File: src/rtl/core/dvad_pkg.sv
// Shared types, constants and calendar functions for the date check and day adder.
// Depends on nothing; the front, queue, back, top and checker use it by scoped names.
`default_nettype none

package dvad_pkg;

    localparam logic [13:0] MAX_YEAR        = 14'd9999;
    localparam logic [8:0]  MAX_OFFSET      = 9'd365;
    localparam logic [3:0]  MONTHS_PER_YEAR = 4'd12;
    localparam logic [2:0]  DAYS_PER_WEEK   = 3'd7;
    localparam logic [3:0]  M_JAN           = 4'd1;
    localparam logic [3:0]  M_FEB           = 4'd2;
    localparam logic [3:0]  M_APR           = 4'd4;
    localparam logic [3:0]  M_JUN           = 4'd6;
    localparam logic [3:0]  M_SEP           = 4'd9;
    localparam logic [3:0]  M_NOV           = 4'd11;
    localparam logic [4:0]  LEN_LONG        = 5'd31;
    localparam logic [4:0]  LEN_SHORT       = 5'd30;
    localparam logic [4:0]  LEN_FEB_LEAP    = 5'd29;
    localparam logic [4:0]  LEN_FEB         = 5'd28;

    // Exact divisibility by 25 over 14 bits: y * inverse(25) mod 2^14 <= (2^14-1)/25.
    localparam logic [13:0] INV25           = 14'd7209;
    localparam logic [13:0] DIV25_LIMIT     = 14'd655;

    localparam int QUEUE_DEPTH = 2;

    typedef enum logic [2:0] {
        ERR_OK      = 3'd0,
        ERR_MONTH   = 3'd1,
        ERR_WEEKDAY = 3'd2,
        ERR_DAY     = 3'd3,
        ERR_OFFSET  = 3'd4,
        ERR_YEAR    = 3'd5
    } dvad_err_t;

    typedef struct packed {
        dvad_err_t   err;
        logic [2:0]  weekday;
        logic [4:0]  day_of_month;
        logic [3:0]  month_num;
        logic [13:0] year_num;
        logic [8:0]  offset_days;
    } dvad_entry_t;

    typedef struct packed {
        logic        push;
        dvad_entry_t entry;
    } dvad_qwr_t;

    typedef struct packed {
        logic        valid;
        dvad_entry_t entry;
    } dvad_qrd_t;

    typedef struct packed {
        dvad_err_t   error_code;
        logic [4:0]  new_day;
        logic [3:0]  new_month;
        logic [13:0] new_year;
        logic [2:0]  weekday_out;
    } dvad_result_t;

    // Gregorian rule: by 4 and not by 100, or by 400 (100 = 4*25, 400 = 16*25).
    function automatic logic is_leap(input logic [13:0] year);
        logic [27:0] prod;
        logic        by25;
        logic        by4;
        logic        by16;
        prod = 28'(year) * 28'(INV25);
        by25 = (prod[13:0] <= DIV25_LIMIT);
        by4  = (year[1:0] == 2'd0);
        by16 = (year[3:0] == 4'd0);
        return by4 && (!by25 || by16);
    endfunction

    function automatic logic [4:0] month_length(input logic [3:0] month, input logic leap);
        logic [4:0] len;
        case (month)
            M_FEB:   len = leap ? LEN_FEB_LEAP : LEN_FEB;
            M_APR:   len = LEN_SHORT;
            M_JUN:   len = LEN_SHORT;
            M_SEP:   len = LEN_SHORT;
            M_NOV:   len = LEN_SHORT;
            default: len = LEN_LONG;
        endcase
        return len;
    endfunction

endpackage

`default_nettype wire

File: src/rtl/core/dvad_item_if.sv
// Input channel of the date check and day adder: valid/ready plus the date fields.
// Depends on nothing.
`default_nettype none

interface dvad_item_if;
    logic        valid;
    logic        ready;
    logic [2:0]  weekday;
    logic [4:0]  day_of_month;
    logic [3:0]  month_num;
    logic [13:0] year_num;
    logic [8:0]  offset_days;

    modport source (
        output valid, weekday, day_of_month, month_num, year_num, offset_days,
        input  ready
    );
    modport sink (
        input  valid, weekday, day_of_month, month_num, year_num, offset_days,
        output ready
    );
endinterface

`default_nettype wire

File: src/rtl/core/dvad_result_if.sv
// Result channel of the date check and day adder: valid/ready plus the result fields.
// Depends on nothing.
`default_nettype none

interface dvad_result_if;
    logic        valid;
    logic        ready;
    logic [2:0]  error_code;
    logic [4:0]  new_day;
    logic [3:0]  new_month;
    logic [13:0] new_year;
    logic [2:0]  weekday_out;

    modport source (
        output valid, error_code, new_day, new_month, new_year, weekday_out,
        input  ready
    );
    modport sink (
        input  valid, error_code, new_day, new_month, new_year, weekday_out,
        output ready
    );
endinterface

`default_nettype wire

File: src/rtl/core/dvad_front.sv
// Front end: accepts input beats and classifies each date into an error code.
// Depends on dvad_pkg and dvad_item_if.
`default_nettype none

module dvad_front (
    dvad_item_if.sink        item,
    input  wire logic        q_full,
    output dvad_pkg::dvad_qwr_t q_wr
);

    logic              leap;
    logic [4:0]        len;
    logic              month_ok;
    logic              wday_ok;
    logic              day_ok;
    dvad_pkg::dvad_err_t err;

    always_comb
    begin
        leap     = dvad_pkg::is_leap(item.year_num);
        len      = dvad_pkg::month_length(item.month_num, leap);
        month_ok = (item.month_num >= dvad_pkg::M_JAN)
                && (item.month_num <= dvad_pkg::MONTHS_PER_YEAR);
        wday_ok  = (item.weekday != 3'd0) && (item.weekday <= dvad_pkg::DAYS_PER_WEEK);
        day_ok   = (item.day_of_month != 5'd0) && (item.day_of_month <= len);

        // Lowest code wins: month, weekday, day, offset.
        if (!month_ok)
            err = dvad_pkg::ERR_MONTH;
        else if (!wday_ok)
            err = dvad_pkg::ERR_WEEKDAY;
        else if (!day_ok)
            err = dvad_pkg::ERR_DAY;
        else if (item.offset_days > dvad_pkg::MAX_OFFSET)
            err = dvad_pkg::ERR_OFFSET;
        else
            err = dvad_pkg::ERR_OK;
    end

    assign item.ready = !q_full;

    always_comb
    begin
        q_wr.push               = item.valid && !q_full;
        q_wr.entry.err          = err;
        q_wr.entry.weekday      = item.weekday;
        q_wr.entry.day_of_month = item.day_of_month;
        q_wr.entry.month_num    = item.month_num;
        q_wr.entry.year_num     = item.year_num;
        q_wr.entry.offset_days  = item.offset_days;
    end

endmodule

`default_nettype wire

File: src/rtl/core/dvad_queue.sv
// Short FIFO between front and back end, holding classified entries.
// Depends on dvad_pkg.
`default_nettype none

module dvad_queue #(
    parameter int DEPTH = dvad_pkg::QUEUE_DEPTH
) (
    input  wire logic               clk,
    input  wire logic               rst_n,
    input  wire dvad_pkg::dvad_qwr_t q_wr,
    input  wire logic               pop,
    output dvad_pkg::dvad_qrd_t     q_rd,
    output logic                    full
);

    localparam int PW = (DEPTH > 1) ? $clog2(DEPTH) : 1;
    localparam int CW = $clog2(DEPTH + 1);
    localparam logic [PW-1:0] LAST = PW'(DEPTH - 1);

    dvad_pkg::dvad_entry_t mem [DEPTH];
    logic [PW-1:0] wr_ptr_reg;
    logic [PW-1:0] rd_ptr_reg;
    logic [CW-1:0] count_reg;
    logic          do_pop;

    assign full   = (count_reg == CW'(DEPTH));
    assign do_pop = pop && (count_reg != '0);

    always_ff @(posedge clk)
    begin
        if (q_wr.push)
            mem[wr_ptr_reg] <= q_wr.entry;
    end

    always_ff @(posedge clk or negedge rst_n)
    begin
        if (!rst_n)
        begin
            wr_ptr_reg <= '0;
            rd_ptr_reg <= '0;
            count_reg  <= '0;
        end
        else
        begin
            if (q_wr.push)
                wr_ptr_reg <= (wr_ptr_reg == LAST) ? '0 : wr_ptr_reg + 1'b1;
            if (do_pop)
                rd_ptr_reg <= (rd_ptr_reg == LAST) ? '0 : rd_ptr_reg + 1'b1;
            case ({q_wr.push, do_pop})
                2'b10:   count_reg <= count_reg + 1'b1;
                2'b01:   count_reg <= count_reg - 1'b1;
                default: count_reg <= count_reg;
            endcase
        end
    end

    assign q_rd = {(count_reg != '0), mem[rd_ptr_reg]};

endmodule

`default_nettype wire

File: src/rtl/core/dvad_back.sv
// Back end: carries whole months out of day+offset, one month per cycle,
// and holds the result in an output register. Depends on dvad_pkg, dvad_result_if.
`default_nettype none

module dvad_back (
    input  wire logic               clk,
    input  wire logic               rst_n,
    input  wire dvad_pkg::dvad_qrd_t q_rd,
    output logic                    pop,
    dvad_result_if.source           result
);

    typedef enum logic {
        ST_IDLE,
        ST_RUN
    } state_t;

    state_t                 state_reg;
    logic [8:0]             res_reg;
    logic [3:0]             month_reg;
    logic [14:0]            year_reg;
    logic [2:0]             wday_reg;
    logic                   out_valid_reg;
    logic                   out_valid_next;
    dvad_pkg::dvad_result_t out_reg;

    logic [4:0] len;
    logic       fits;
    logic       slot_free;

    always_comb
    begin
        len       = dvad_pkg::month_length(month_reg, dvad_pkg::is_leap(year_reg[13:0]));
        fits      = (res_reg <= {4'd0, len});
        slot_free = !out_valid_reg || result.ready;
        pop       = (state_reg == ST_IDLE) && q_rd.valid && slot_free;

        // Drop the result once taken; raise it when a new one loads.
        out_valid_next = out_valid_reg && !result.ready;
        if (pop && (q_rd.entry.err != dvad_pkg::ERR_OK))
            out_valid_next = 1'b1;
        if ((state_reg == ST_RUN) && fits && slot_free)
            out_valid_next = 1'b1;
    end

    always_ff @(posedge clk or negedge rst_n)
    begin
        if (!rst_n)
        begin
            state_reg     <= ST_IDLE;
            out_valid_reg <= 1'b0;
            res_reg       <= '0;
            month_reg     <= '0;
            year_reg      <= '0;
            wday_reg      <= '0;
            out_reg       <= '0;
        end
        else
        begin
            out_valid_reg <= out_valid_next;
            case (state_reg)
                ST_IDLE:
                begin
                    if (pop)
                    begin
                        if (q_rd.entry.err != dvad_pkg::ERR_OK)
                        begin
                            out_reg.error_code  <= q_rd.entry.err;
                            out_reg.new_day     <= '0;
                            out_reg.new_month   <= '0;
                            out_reg.new_year    <= '0;
                            out_reg.weekday_out <= q_rd.entry.weekday;
                        end
                        else
                        begin
                            res_reg   <= {4'd0, q_rd.entry.day_of_month}
                                       + q_rd.entry.offset_days;
                            month_reg <= q_rd.entry.month_num;
                            year_reg  <= {1'b0, q_rd.entry.year_num};
                            wday_reg  <= q_rd.entry.weekday;
                            state_reg <= ST_RUN;
                        end
                    end
                end
                ST_RUN:
                begin
                    if (!fits)
                    begin
                        // Carry one month.
                        res_reg <= res_reg - {4'd0, len};
                        if (month_reg == dvad_pkg::MONTHS_PER_YEAR)
                        begin
                            month_reg <= dvad_pkg::M_JAN;
                            year_reg  <= year_reg + 1'b1;
                        end
                        else
                            month_reg <= month_reg + 1'b1;
                    end
                    else if (slot_free)
                    begin
                        out_reg.weekday_out <= wday_reg;
                        if (year_reg > {1'b0, dvad_pkg::MAX_YEAR})
                        begin
                            out_reg.error_code <= dvad_pkg::ERR_YEAR;
                            out_reg.new_day    <= '0;
                            out_reg.new_month  <= '0;
                            out_reg.new_year   <= '0;
                        end
                        else
                        begin
                            out_reg.error_code <= dvad_pkg::ERR_OK;
                            out_reg.new_day    <= res_reg[4:0];
                            out_reg.new_month  <= month_reg;
                            out_reg.new_year   <= year_reg[13:0];
                        end
                        state_reg <= ST_IDLE;
                    end
                end
                default:
                    state_reg <= ST_IDLE;
            endcase
        end
    end

    assign result.valid       = out_valid_reg;
    assign result.error_code  = out_reg.error_code;
    assign result.new_day     = out_reg.new_day;
    assign result.new_month   = out_reg.new_month;
    assign result.new_year    = out_reg.new_year;
    assign result.weekday_out = out_reg.weekday_out;

endmodule

`default_nettype wire

File: src/rtl/core/date_validate_and_add_days_core.sv
// Top level of the Gregorian date check and day adder.
// Depends on dvad_pkg, dvad_item_if, dvad_result_if, dvad_front, dvad_queue, dvad_back.
//
// Usage:
//   item   - input channel (valid/ready): weekday, day_of_month, month_num,
//            year_num, offset_days. A beat moves on a clock edge with valid and
//            ready both high.
//   result - output channel (valid/ready): error_code, new_day, new_month,
//            new_year, weekday_out. One result beat per input beat, in order.
//   The front end checks the date as it is taken and writes it into a short
//   queue; item.ready drops only while that queue is full. The back end takes
//   one entry at a time and carries one whole month per cycle.
//   Each entry leaves the queue only once the output register is free. A date
//   rejected by the front end goes straight into it; a valid date enters ST_RUN,
//   makes k month carries (k <= 13), then loads it when it is free again. Each
//   input beat passes through the queue first and may wait behind earlier items.
//   When result.ready is low, the result holds in the output register, the
//   back end waits, and the queue keeps taking input beats until it fills.
//   Reset empties the queue and the output register; there is no clearing pass.
`default_nettype none

module date_validate_and_add_days_core #(
    parameter int QUEUE_DEPTH = dvad_pkg::QUEUE_DEPTH
) (
    input  wire logic     clk,
    input  wire logic     rst_n,
    dvad_item_if.sink     item,
    dvad_result_if.source result
);

    dvad_pkg::dvad_qwr_t q_wr;
    dvad_pkg::dvad_qrd_t q_rd;
    logic                q_full;
    logic                pop;

    // Classify and push.
    dvad_front u_front (
        .item   (item),
        .q_full (q_full),
        .q_wr   (q_wr)
    );

    // Decouple front from back.
    dvad_queue #(
        .DEPTH (QUEUE_DEPTH)
    ) u_queue (
        .clk   (clk),
        .rst_n (rst_n),
        .q_wr  (q_wr),
        .pop   (pop),
        .q_rd  (q_rd),
        .full  (q_full)
    );

    // Carry months and drive the result register.
    dvad_back u_back (
        .clk    (clk),
        .rst_n  (rst_n),
        .q_rd   (q_rd),
        .pop    (pop),
        .result (result)
    );

    // Never write into a full queue.
    a_no_push_full: assert property (@(posedge clk) disable iff (!rst_n)
        q_wr.push |-> !q_full)
        else $error("queue written while full");

    // Never pop an empty queue.
    a_no_pop_empty: assert property (@(posedge clk) disable iff (!rst_n)
        pop |-> q_rd.valid)
        else $error("queue popped while empty");

    // An error result carries a cleared date.
    a_err_zero: assert property (@(posedge clk) disable iff (!rst_n)
        (result.valid && (result.error_code != dvad_pkg::ERR_OK))
        |-> (result.new_day == 5'd0) && (result.new_month == 4'd0)
            && (result.new_year == 14'd0))
        else $error("error result with nonzero date");

    // A good result has a valid month, a nonzero day and a year within range.
    a_ok_range: assert property (@(posedge clk) disable iff (!rst_n)
        (result.valid && (result.error_code == dvad_pkg::ERR_OK))
        |-> (result.new_month >= dvad_pkg::M_JAN)
            && (result.new_month <= dvad_pkg::MONTHS_PER_YEAR)
            && (result.new_day != 5'd0)
            && (result.new_year <= dvad_pkg::MAX_YEAR))
        else $error("good result out of range");

endmodule

`default_nettype wire

File: src/flat_wrapper.sv
// flat-port wrapper written by rule: the top's interface ports become plain ports
module date_validate_and_add_days_core_flat 
#(
    parameter int QUEUE_DEPTH = dvad_pkg::QUEUE_DEPTH
)
  (clk, rst_n, item_valid, item_weekday, item_day_of_month, item_month_num, item_year_num, item_offset_days, item_ready, result_valid, result_error_code, result_new_day, result_new_month, result_new_year, result_weekday_out, result_ready);
  dvad_item_if item_i ();
  dvad_result_if result_i ();
  input  wire logic clk;
  input  wire logic rst_n;
  input wire logic [$bits(item_i.valid)-1:0] item_valid;
  input wire logic [$bits(item_i.weekday)-1:0] item_weekday;
  input wire logic [$bits(item_i.day_of_month)-1:0] item_day_of_month;
  input wire logic [$bits(item_i.month_num)-1:0] item_month_num;
  input wire logic [$bits(item_i.year_num)-1:0] item_year_num;
  input wire logic [$bits(item_i.offset_days)-1:0] item_offset_days;
  output wire logic [$bits(item_i.ready)-1:0] item_ready;
  output wire logic [$bits(result_i.valid)-1:0] result_valid;
  output wire logic [$bits(result_i.error_code)-1:0] result_error_code;
  output wire logic [$bits(result_i.new_day)-1:0] result_new_day;
  output wire logic [$bits(result_i.new_month)-1:0] result_new_month;
  output wire logic [$bits(result_i.new_year)-1:0] result_new_year;
  output wire logic [$bits(result_i.weekday_out)-1:0] result_weekday_out;
  input wire logic [$bits(result_i.ready)-1:0] result_ready;
  assign item_i.valid = item_valid;
  assign item_i.weekday = item_weekday;
  assign item_i.day_of_month = item_day_of_month;
  assign item_i.month_num = item_month_num;
  assign item_i.year_num = item_year_num;
  assign item_i.offset_days = item_offset_days;
  assign item_ready = item_i.ready;
  assign result_valid = result_i.valid;
  assign result_error_code = result_i.error_code;
  assign result_new_day = result_i.new_day;
  assign result_new_month = result_i.new_month;
  assign result_new_year = result_i.new_year;
  assign result_weekday_out = result_i.weekday_out;
  assign result_i.ready = result_ready;
  date_validate_and_add_days_core #(.QUEUE_DEPTH(QUEUE_DEPTH)) u_core (.clk(clk), .rst_n(rst_n), .item(item_i), .result(result_i));
endmodule
File: config.mk
export PLATFORM = sky130hd
export DESIGN_NAME = date_validate_and_add_days_core_flat
export DESIGN_NICKNAME = d
export VERILOG_FILES = /design/src/rtl/core/dvad_pkg.sv /design/src/rtl/core/dvad_item_if.sv /design/src/rtl/core/dvad_result_if.sv /design/src/rtl/core/dvad_front.sv /design/src/rtl/core/dvad_queue.sv /design/src/rtl/core/dvad_back.sv /design/src/rtl/core/date_validate_and_add_days_core.sv /design/src/flat_wrapper.sv
export SDC_FILE = /design/constraint.sdc
export NUM_CORES = 1
export LEC_CHECK = 0
export BUFFER_PORTS_ARGS = -buffer_cell sky130_fd_sc_hd__buf_2
export CAP_MARGIN = 15
export CELL_PAD_IN_SITES_DETAIL_PLACEMENT = 1
export CELL_PAD_IN_SITES_GLOBAL_PLACEMENT = 2
export CORE_MARGIN = 2
export CORE_UTILIZATION = 37
export CTS_CLUSTER_DIAMETER = 120
export DETAILED_ROUTE_END_ITERATION = 16
export PLACE_DENSITY = 0.8
export SYNTH_ARGS = -nofsm -noshare
export SYNTH_HDL_FRONTEND = slang
export SYNTH_SLANG_ARGS = --single-unit
export TNS_END_PERCENT = 20
File: constraint.sdc
create_clock -name clk -period 5.3 [get_ports clk]
set_input_delay 0 -clock clk [delete_from_list [all_inputs] [get_ports clk]]
set_output_delay 0 -clock clk [all_outputs]
set_load 0.01 [all_outputs]
==> results by group, run 1 <==
Route
  – DR DRC count: 0
  – Total number of vias: 6356
  – DRT iter0 DRCs: 368
  – Via density: 5.04
  – Final ANT Viol Nets: 0
  – Routed WL: 21300 µm
  – WL/cell: 16.9 µm
  – Drt pass-1 iters: 4

Clock tree
  – Clk slew on worst S/H paths: 0.07 ns
  – H-Tree Depth: 4
  – Bufs on Longest Clock Path: 2
  – Cts bufs inserted: 17
  – CTS tree: yes
  – Root Buffer: clkbuf_16
  – CTS Sinks: 142
  – Later-pin clock latency in the skew report: 0.43 ns

Yosys
  – Main flop type after synthesis: edfxtp_1
  – Syn_nets: 930
  – Ys async rst share: 46.5%
  – Mapped Area: 0.00874 mm²
  – Synth Instances: 774
  – Post-synth EDFFs: 76
  – Synth Register Bits: 142
  – Seq/Total Area, Yosys: 45.0%
  – Avg Cell Area, Syn: 11.3 µm²
  – Synth cell types: 63
  – Ys Warns: 0

Worst setup path
  – Worst-path cell chain: fa_1 -> ha_4 -> ha_4 -> inv_2 -> fa_1 -> fa_1 -> inv_2 -> ha_4 -> mux2i_1 -> o2111ai_1 -> nor4_2 -> buf_4 -> a21oi_4 -> ha_4 -> nor2b_4 -> o211ai_1 -> buf_4 -> a211oi_4 -> nor2_2 -> buf_6 -> nor4_4 -> a311oi_1
  – CP max stage cell: fa_1
  – Worst path max stage delay: 0.60 ns
  – WP buf/inv: 5
  – Setup crit end kind: flip-flop
  – CP startpoint kind: flip-flop
  – Reg2reg path depth: 22
  – Crit path max-delay family: adder cells
  – CP required: 5.57 ns
  – Crit Path Category: reg2reg
  – Stages on the worst setup path: 22
  – CP max FO: 6
  – Worst Path Arrival: 5.41 ns
  – Crit-path most repeated cell: ha_4

Pwr
  – Sequential Power Share: 28.5%
  – Max IR drop VDD: 0.199 mV
  – Leak: 4.85 nW
  – Switching power total: 2.45 mW
  – Clock share of power: 19.8%
  – Power per standard cell area: 547 mW/mm²
  – Total power draw: 6.03 mW
  – Gate power share: 51.7%
  – Sw frac: 40.6%
  – Internal Power: 3.58 mW

Finish
  – Fin nets: 1086
  – Filler cell count: 2535
  – Util after Layout: 47.2%
  – Fraction of layout cells with a size suffix above 1: 25.5%
  – Antenna diode count: 0
  – Commonest non-fill, non-tap cells in the layout: inv_1 (90), ha_1 (87), edfxtp_1 (76), buf_2 (69), dfrtp_1 (65)
  – Most common cell after layout, fill and taps aside: inv_1
  – Max reg flops: 76
  – Area Overhead vs Synth: 26.0%

Die
  – Die W: 158 µm
  – Die Y: 158 µm
  – Row count: 56
  – I/O pin cnt: 70
  – Initial core utilization: 37.5%
  – Die area: 0.0249 mm²
  – Core outline area: 0.0233 mm²

Placed design
  – DP HPWL: 15700 µm
  – RePlAce Congestion: 0.769
  – Port Buf Inserts: 69

Timing
  – Final Cycle Share: 97.0%
  – Pins Over Slew Limit: 0
  – RSZ-0062 raised after global routing: yes
  – Final hold vios: 0
  – Setup Skew: 0.0120 ns
  – Tmin final: 5.14 ns
  – Worst slew pin tran: 1.08 ns
  – Fmax: 0.195 GHz
  – Fin Hold WS: 0.298 ns
  – Setup tns final: 0 ns
  – Slew HR: 27.5%
  – Setup violators final: 0

Flow run
  – Max-cap violation count: 0

GRT
  – Antenna violations before repair: 0
  – Gr usage total: 18.1%
  – First-pass GRT wire length: 34700 µm
  – Largest net degree at the start of global routing: 67
  – Total grt overflow: 0
  – Number of global-route vias before repair: 6698

Min path
  – Worst hold path class: in2reg
  – Hold Crit Depth: 2

Status
  – Outcome: finished, final reports clean
## what timing repair did
action                                  4_1_cts  5_1_grt
pin swaps                                    17       16
hold buffers                                 38        0
endpoints found under the setup margin       45       55
buffers inserted                              3        2
hold endpoints to repair                    139        0
gates resized for setup                      13       35
cloned                                        1        1
## area by class of cell
| class | count | area (µm²) | share of cell area (%) |
|---|---|---|---|
| multi-input combinational | 516 | 4570 | 41.5 |
| sequential | 142 | 3940 | 35.7 |
| timing repair buffer | 160 | 1150 | 10.4 |
| clock buffer | 17 | 425 | 3.86 |
| tap | 319 | 399 | 3.62 |
| inverter | 93 | 349 | 3.17 |
| clock inverter | 15 | 184 | 1.67 |
## path summary, 6_finish.rpt
kind                                                    to                 startpoint  slack [ns]
min in group asynchronous  u_core.u_back.result.new_day[4]                      rst_n        0.33
max reg2reg                     u_core.u_back.year_reg[12]  u_core.u_back.year_reg[0]        0.16
min                               u_core.u_queue.mem[0][0]        item_offset_days[0]        0.30
max                             u_core.u_back.year_reg[12]  u_core.u_back.year_reg[0]        0.16
min reg2reg                      u_core.u_back.wday_reg[0]  u_core.u_back.wday_reg[0]        0.49
max in group asynchronous        u_core.u_queue.rd_ptr_reg                      rst_n        4.37
## layer usage
metal  vias to the layer above  GRT usage [%]  part of all wire (%)
met5                         -              0                     0
met4                         0           3.77                  0.62
met3                        12           2.79                   2.2
met2                        88           30.1                    48
met1                      3159           24.9                    49
li1                       3097              -                     -
## cells in the mapped netlist (9+ instances only)
master,instances,area (µm²)
nor2_1,36,135
a22o_2,20,200
o21ai_0,44,220
edfxtp_1,76,2280
fa_1,24,480
dfrtp_1,66,1650
mux2i_1,21,210
clkbuf_1,9,33.8
nor2b_1,12,75.1
nor4_1,9,56.3
inv_1,92,345
mux2_2,22,248
nand3_1,13,65.1
a211oi_1,9,67.6
ha_1,93,1160
xnor2_1,34,298
nand2_1,38,143
a21oi_1,34,170
## kinds of logic after synthesis
kind of cell | count (synthesis) | synth area share (%)
AOI/OAI and AO/OA | 167 | 13.1
and+or+nand+nor | 145 | 8.24
DFF | 142 | 45.0
buffers and inverters | 118 | 5.38
adders and majority gates | 117 | 18.8
muxes | 43 | 5.24
xor gates and xnor gates | 42 | 4.21
## power groups by stage
stage          sequential (mW)  combinational, mW  clock (mW)
2_1_floorplan             1.72               1.91           0
3_3_place_gp              1.72               2.74           0
3_5_place_dp              1.74               2.79           0
4_1_cts                   1.72               2.97        1.22
5_1_grt                   1.76               3.50        1.26
6_report                  1.72               3.12        1.19
## worst reg2reg max path, stage by stage (launching register included)
cell and delay [ns]:
dfrtp_1 0.40, fa_1 0.60, ha_4 0.23, ha_4 0.25
inv_2 0.03, fa_1 0.47, fa_1 0.53, inv_2 0.05
ha_4 0.26, mux2i_1 0.18, o2111ai_1 0.13, nor4_2 0.24
buf_4 0.17, a21oi_4 0.06, ha_4 0.17, nor2b_4 0.11
o211ai_1 0.16, buf_4 0.19, a211oi_4 0.24, nor2_2 0.08
buf_6 0.18, nor4_4 0.19, a311oi_1 0.07
## metrics by stage
stage | area (µm²) | instances | worst slack (ns)
global route | 11000 | 1262 | -0.0315
floorplan | 8740 | 774 | 0.108
detailed placement | 9750 | 1185 | -0.180
finish | 11000 | 1262 | 0.160
global placement | 9750 | 1185 | 0.0225
CTS | 10800 | 1259 | 0.00107
Note: power is estimated with default switching activity, not from simulation.
==> run 2, diff against run 1 <==
--- a/config.mk
+++ b/config.mk
@@ -14,6 +14,7 @@
 export CTS_CLUSTER_DIAMETER = 120
 export DETAILED_ROUTE_END_ITERATION = 16
 export PLACE_DENSITY = 0.8
+export SETUP_SLACK_MARGIN = 0.4
 export SYNTH_ARGS = -nofsm -noshare
 export SYNTH_HDL_FRONTEND = slang
 export SYNTH_SLANG_ARGS = --single-unit
==> run 2 against run 1 <==
Against the previous run:
- clock power down 3%
- routed wire length grew 6.0%
- sequential power is essentially flat
- highest routed layer unchanged
- non-clock buffer count is the same
- the run now ends with setup timing left
- combinational power increased by 6.7%
- fmax fell by 3.5%
- first-iteration DRC count is 26% lower
- final cell count is essentially flat
- global-route usage rose by 0.49 points
- register-to-register slack got worse by 0.19 ns
==> results by group, run 2 (synthesis gave the netlist of run 1 again) <==
Min path
  – Worst hold path class: in2async

Die
  – Row count: 56 (unchanged)
  – Core outline area: 0.0233 mm² (unchanged)
  – Initial core utilization: 37.5% (unchanged)
  – Die W: 158 µm (unchanged)
  – I/O pin cnt: 70 (unchanged)
  – Die Y: 158 µm (unchanged)
  – Die area: 0.0249 mm² (unchanged)

Worst setup path
  – R2R Path Start: u_core.u_back.year_reg[1]
  – Reg2reg path depth: 21 (-4.5%)
  – Setup crit end kind: flip-flop
  – RR Endpoint: u_core.u_back.year_reg[5]
  – CP startpoint kind: flip-flop
  – CP required: 5.62 ns (+0.05 ns)
  – Reg2Reg Setup Slack: -0.03 ns (-0.19 ns)
  – Crit Path Category: reg2reg
  – CP max FO: 6 (unchanged)
  – Worst Path Arrival: 5.64 ns (+0.23 ns)
  – Crit path from: u_core.u_back.year_reg[1]

Timing
  – Final hold vios: 0 (unchanged)
  – Fin Hold WS: 0.302 ns (+0.00377 ns)
  – Slew HR: 39.5% (+12 points)
  – Setup tns final: -0.158 ns (-0.158 ns)
  – Setup Skew: 0.0113 ns (-0.000726 ns)
  – RSZ-0062 raised after global routing: yes
  – Tmin final: 5.33 ns (+0.186 ns)
  – Final setup margin: -0.0260 ns (-0.186 ns)
  – Setup violators final: 11 (+11)
  – Fmax: 0.188 GHz (-3.5%)
  – Pins Over Slew Limit: 0 (unchanged)
  – Final Cycle Share: 100% (+3.5 points)
  – Worst slew pin tran: 0.907 ns (-0.177 ns)

GRT
  – Gr usage total: 18.6% (+0.49 points)
  – Number of global-route vias before repair: 6747 (+0.73%)
  – Total grt overflow: 0 (unchanged)
  – Largest net degree at the start of global routing: 67 (unchanged)
  – First-pass GRT wire length: 35500 µm (+2.4%)
  – Antenna violations before repair: 0 (unchanged)

Clock tree
  – Bufs on Longest Clock Path: 2 (unchanged)
  – Later-pin clock latency in the skew report: 0.43 ns (about the same)
  – H-Tree Depth: 4 (unchanged)
  – CTS tree: yes
  – Clk slew on worst S/H paths: 0.07 ns (about the same)
  – Cts bufs inserted: 17 (unchanged)
  – CTS Sinks: 142 (unchanged)
  – Root Buffer: clkbuf_16

Route
  – DRT iter0 DRCs: 273 (-26%)
  – Final ANT Viol Nets: 0 (unchanged)
  – Via density: 5.07 (+0.66%)
  – DR DRC count: 0 (unchanged)
  – Total number of vias: 6403 (+0.74%)
  – Drt pass-1 iters: 4 (unchanged)
  – Routed WL: 22600 µm (+6.0%)
  – WL/cell: 17.9 µm (+5.9%)

Pwr
  – Leak: 4.95 nW (+2.1%)
  – Total power draw: 6.22 mW (+3.2%)
  – Sw frac: 40.7% (+0.16 points)
  – Max IR drop VDD: 0.201 mV (+1.0%)
  – Switching power total: 2.53 mW (+3.6%)
  – Sequential Power Share: 27.9% (-0.6 points)
  – Clock share of power: 18.4% (-1.4 points)
  – Internal Power: 3.69 mW (+2.9%)
  – Power per standard cell area: 554 mW/mm² (+1.2%)
  – Gate power share: 53.6% (+1.9 points)

Finish
  – Commonest non-fill, non-tap cells in the layout: inv_1 (91), ha_1 (89), edfxtp_1 (76), buf_2 (69), dfrtp_1 (62)
  – Antenna diode count: 0 (unchanged)
  – Area Overhead vs Synth: 28.4%
  – Max reg flops: 76 (unchanged)
  – Most common cell after layout, fill and taps aside: inv_1
  – Fraction of layout cells with a size suffix above 1: 26.1% (+0.61 points)
  – Fin nets: 1087 (+0.092%)
  – Final Non-Filler Cells: 1263 (+0.079%)

Status
  – Failing checks: setup timing
  – Outcome: finished, violations left

Placed design
  – Place WS: -0.00811 ns (+0.172 ns)
  – RePlAce Congestion: 0.792 (+3.0%)
  – Port Buf Inserts: 69 (unchanged)
  – Dpl cells: 1171 (-1.2%)
  – DP HPWL: 15600 µm (-0.59%)

Flow run
  – Max-cap violation count: 0 (unchanged)
run 2: worst max-delay path by stage:
stage / end / slack, ns / depth (start not counted)
floorplan: u_core.u_back.year_reg[13] / 0.39 / 19
CTS: u_core.u_back.year_reg[13] / 0.1 / 22
global route: u_core.u_back.year_reg[12] / -0.19 / 21
global placement: u_core.u_back.year_reg[5] / 0.04 / 23
finish: u_core.u_back.year_reg[5] / -0.03 / 21
detailed placement: u_core.u_back.year_reg[5] / -0.008 / 21
run 2: stage by stage:
step,util [%],area (µm²)
final,48.1,11200
after global routing,48.1,11200
after floorplan,-,8770
after detailed placement,41.5,9670
after CTS,46.6,10900
after global placement,41.5,9670
run 2: worst max-delay path, stage by stage (launching register included):
cell and delay (ns):
dfrtp_2 0.43, fa_1 0.55, ha_1 0.23, ha_1 0.27, inv_1 0.04, fa_1 0.44
fa_1 0.51, inv_2 0.05, ha_4 0.28, mux2i_1 0.20, o2111ai_1 0.16, nor4_2 0.27
buf_4 0.18, a21oi_4 0.06, ha_4 0.23, nand2_1 0.06, o211ai_1 0.16, a21o_2 0.33
o21ai_4 0.26, buf_12 0.17, o22ai_4 0.06, a311oi_2 0.27
run 2: power groups by stage:
stage	clock network [mW]	logic (mW)	registers, mW
5_1_grt	1.20	3.69	1.77
3_5_place_dp	0	2.76	1.74
3_3_place_gp	0	2.69	1.73
2_1_floorplan	0	1.94	1.72
4_1_cts	1.16	3.03	1.73
6_report	1.15	3.33	1.74
run 2: layer usage:
layer / wire length [µm] / vias to the layer above / track usage [%]
met5: 0 / - / 0
met4: 321 / 0 / 5.93
met3: 595 / 23 / 2.74
met2: 10900 / 91 / 30.7
met1: 10800 / 3189 / 25.1
li1: - / 3100 / -
run 2: area by class of cell:
class,instances,area [µm²]
Inverter,93,349
Fill cell,2509,12100
Sequential cell,142,3940
Clock inverter,15,141
Multi-Input combinational cell,517,4700
Tap cell,319,399
Timing Repair Buffer,160,1270
Clock buffer,17,425
run 2: timing repair:
| item | 4_1_cts | 5_1_grt |
|---|---|---|
| gates resized for setup | 19 | 63 |
| hold buffers | 38 | 0 |
| buffers inserted | 11 | 3 |
| hold endpoints to repair | 138 | 0 |
| endpoints found under the setup margin | 58 | 65 |
| pin swaps | 10 | 25 |
| gates cloned | 4 | 3 |
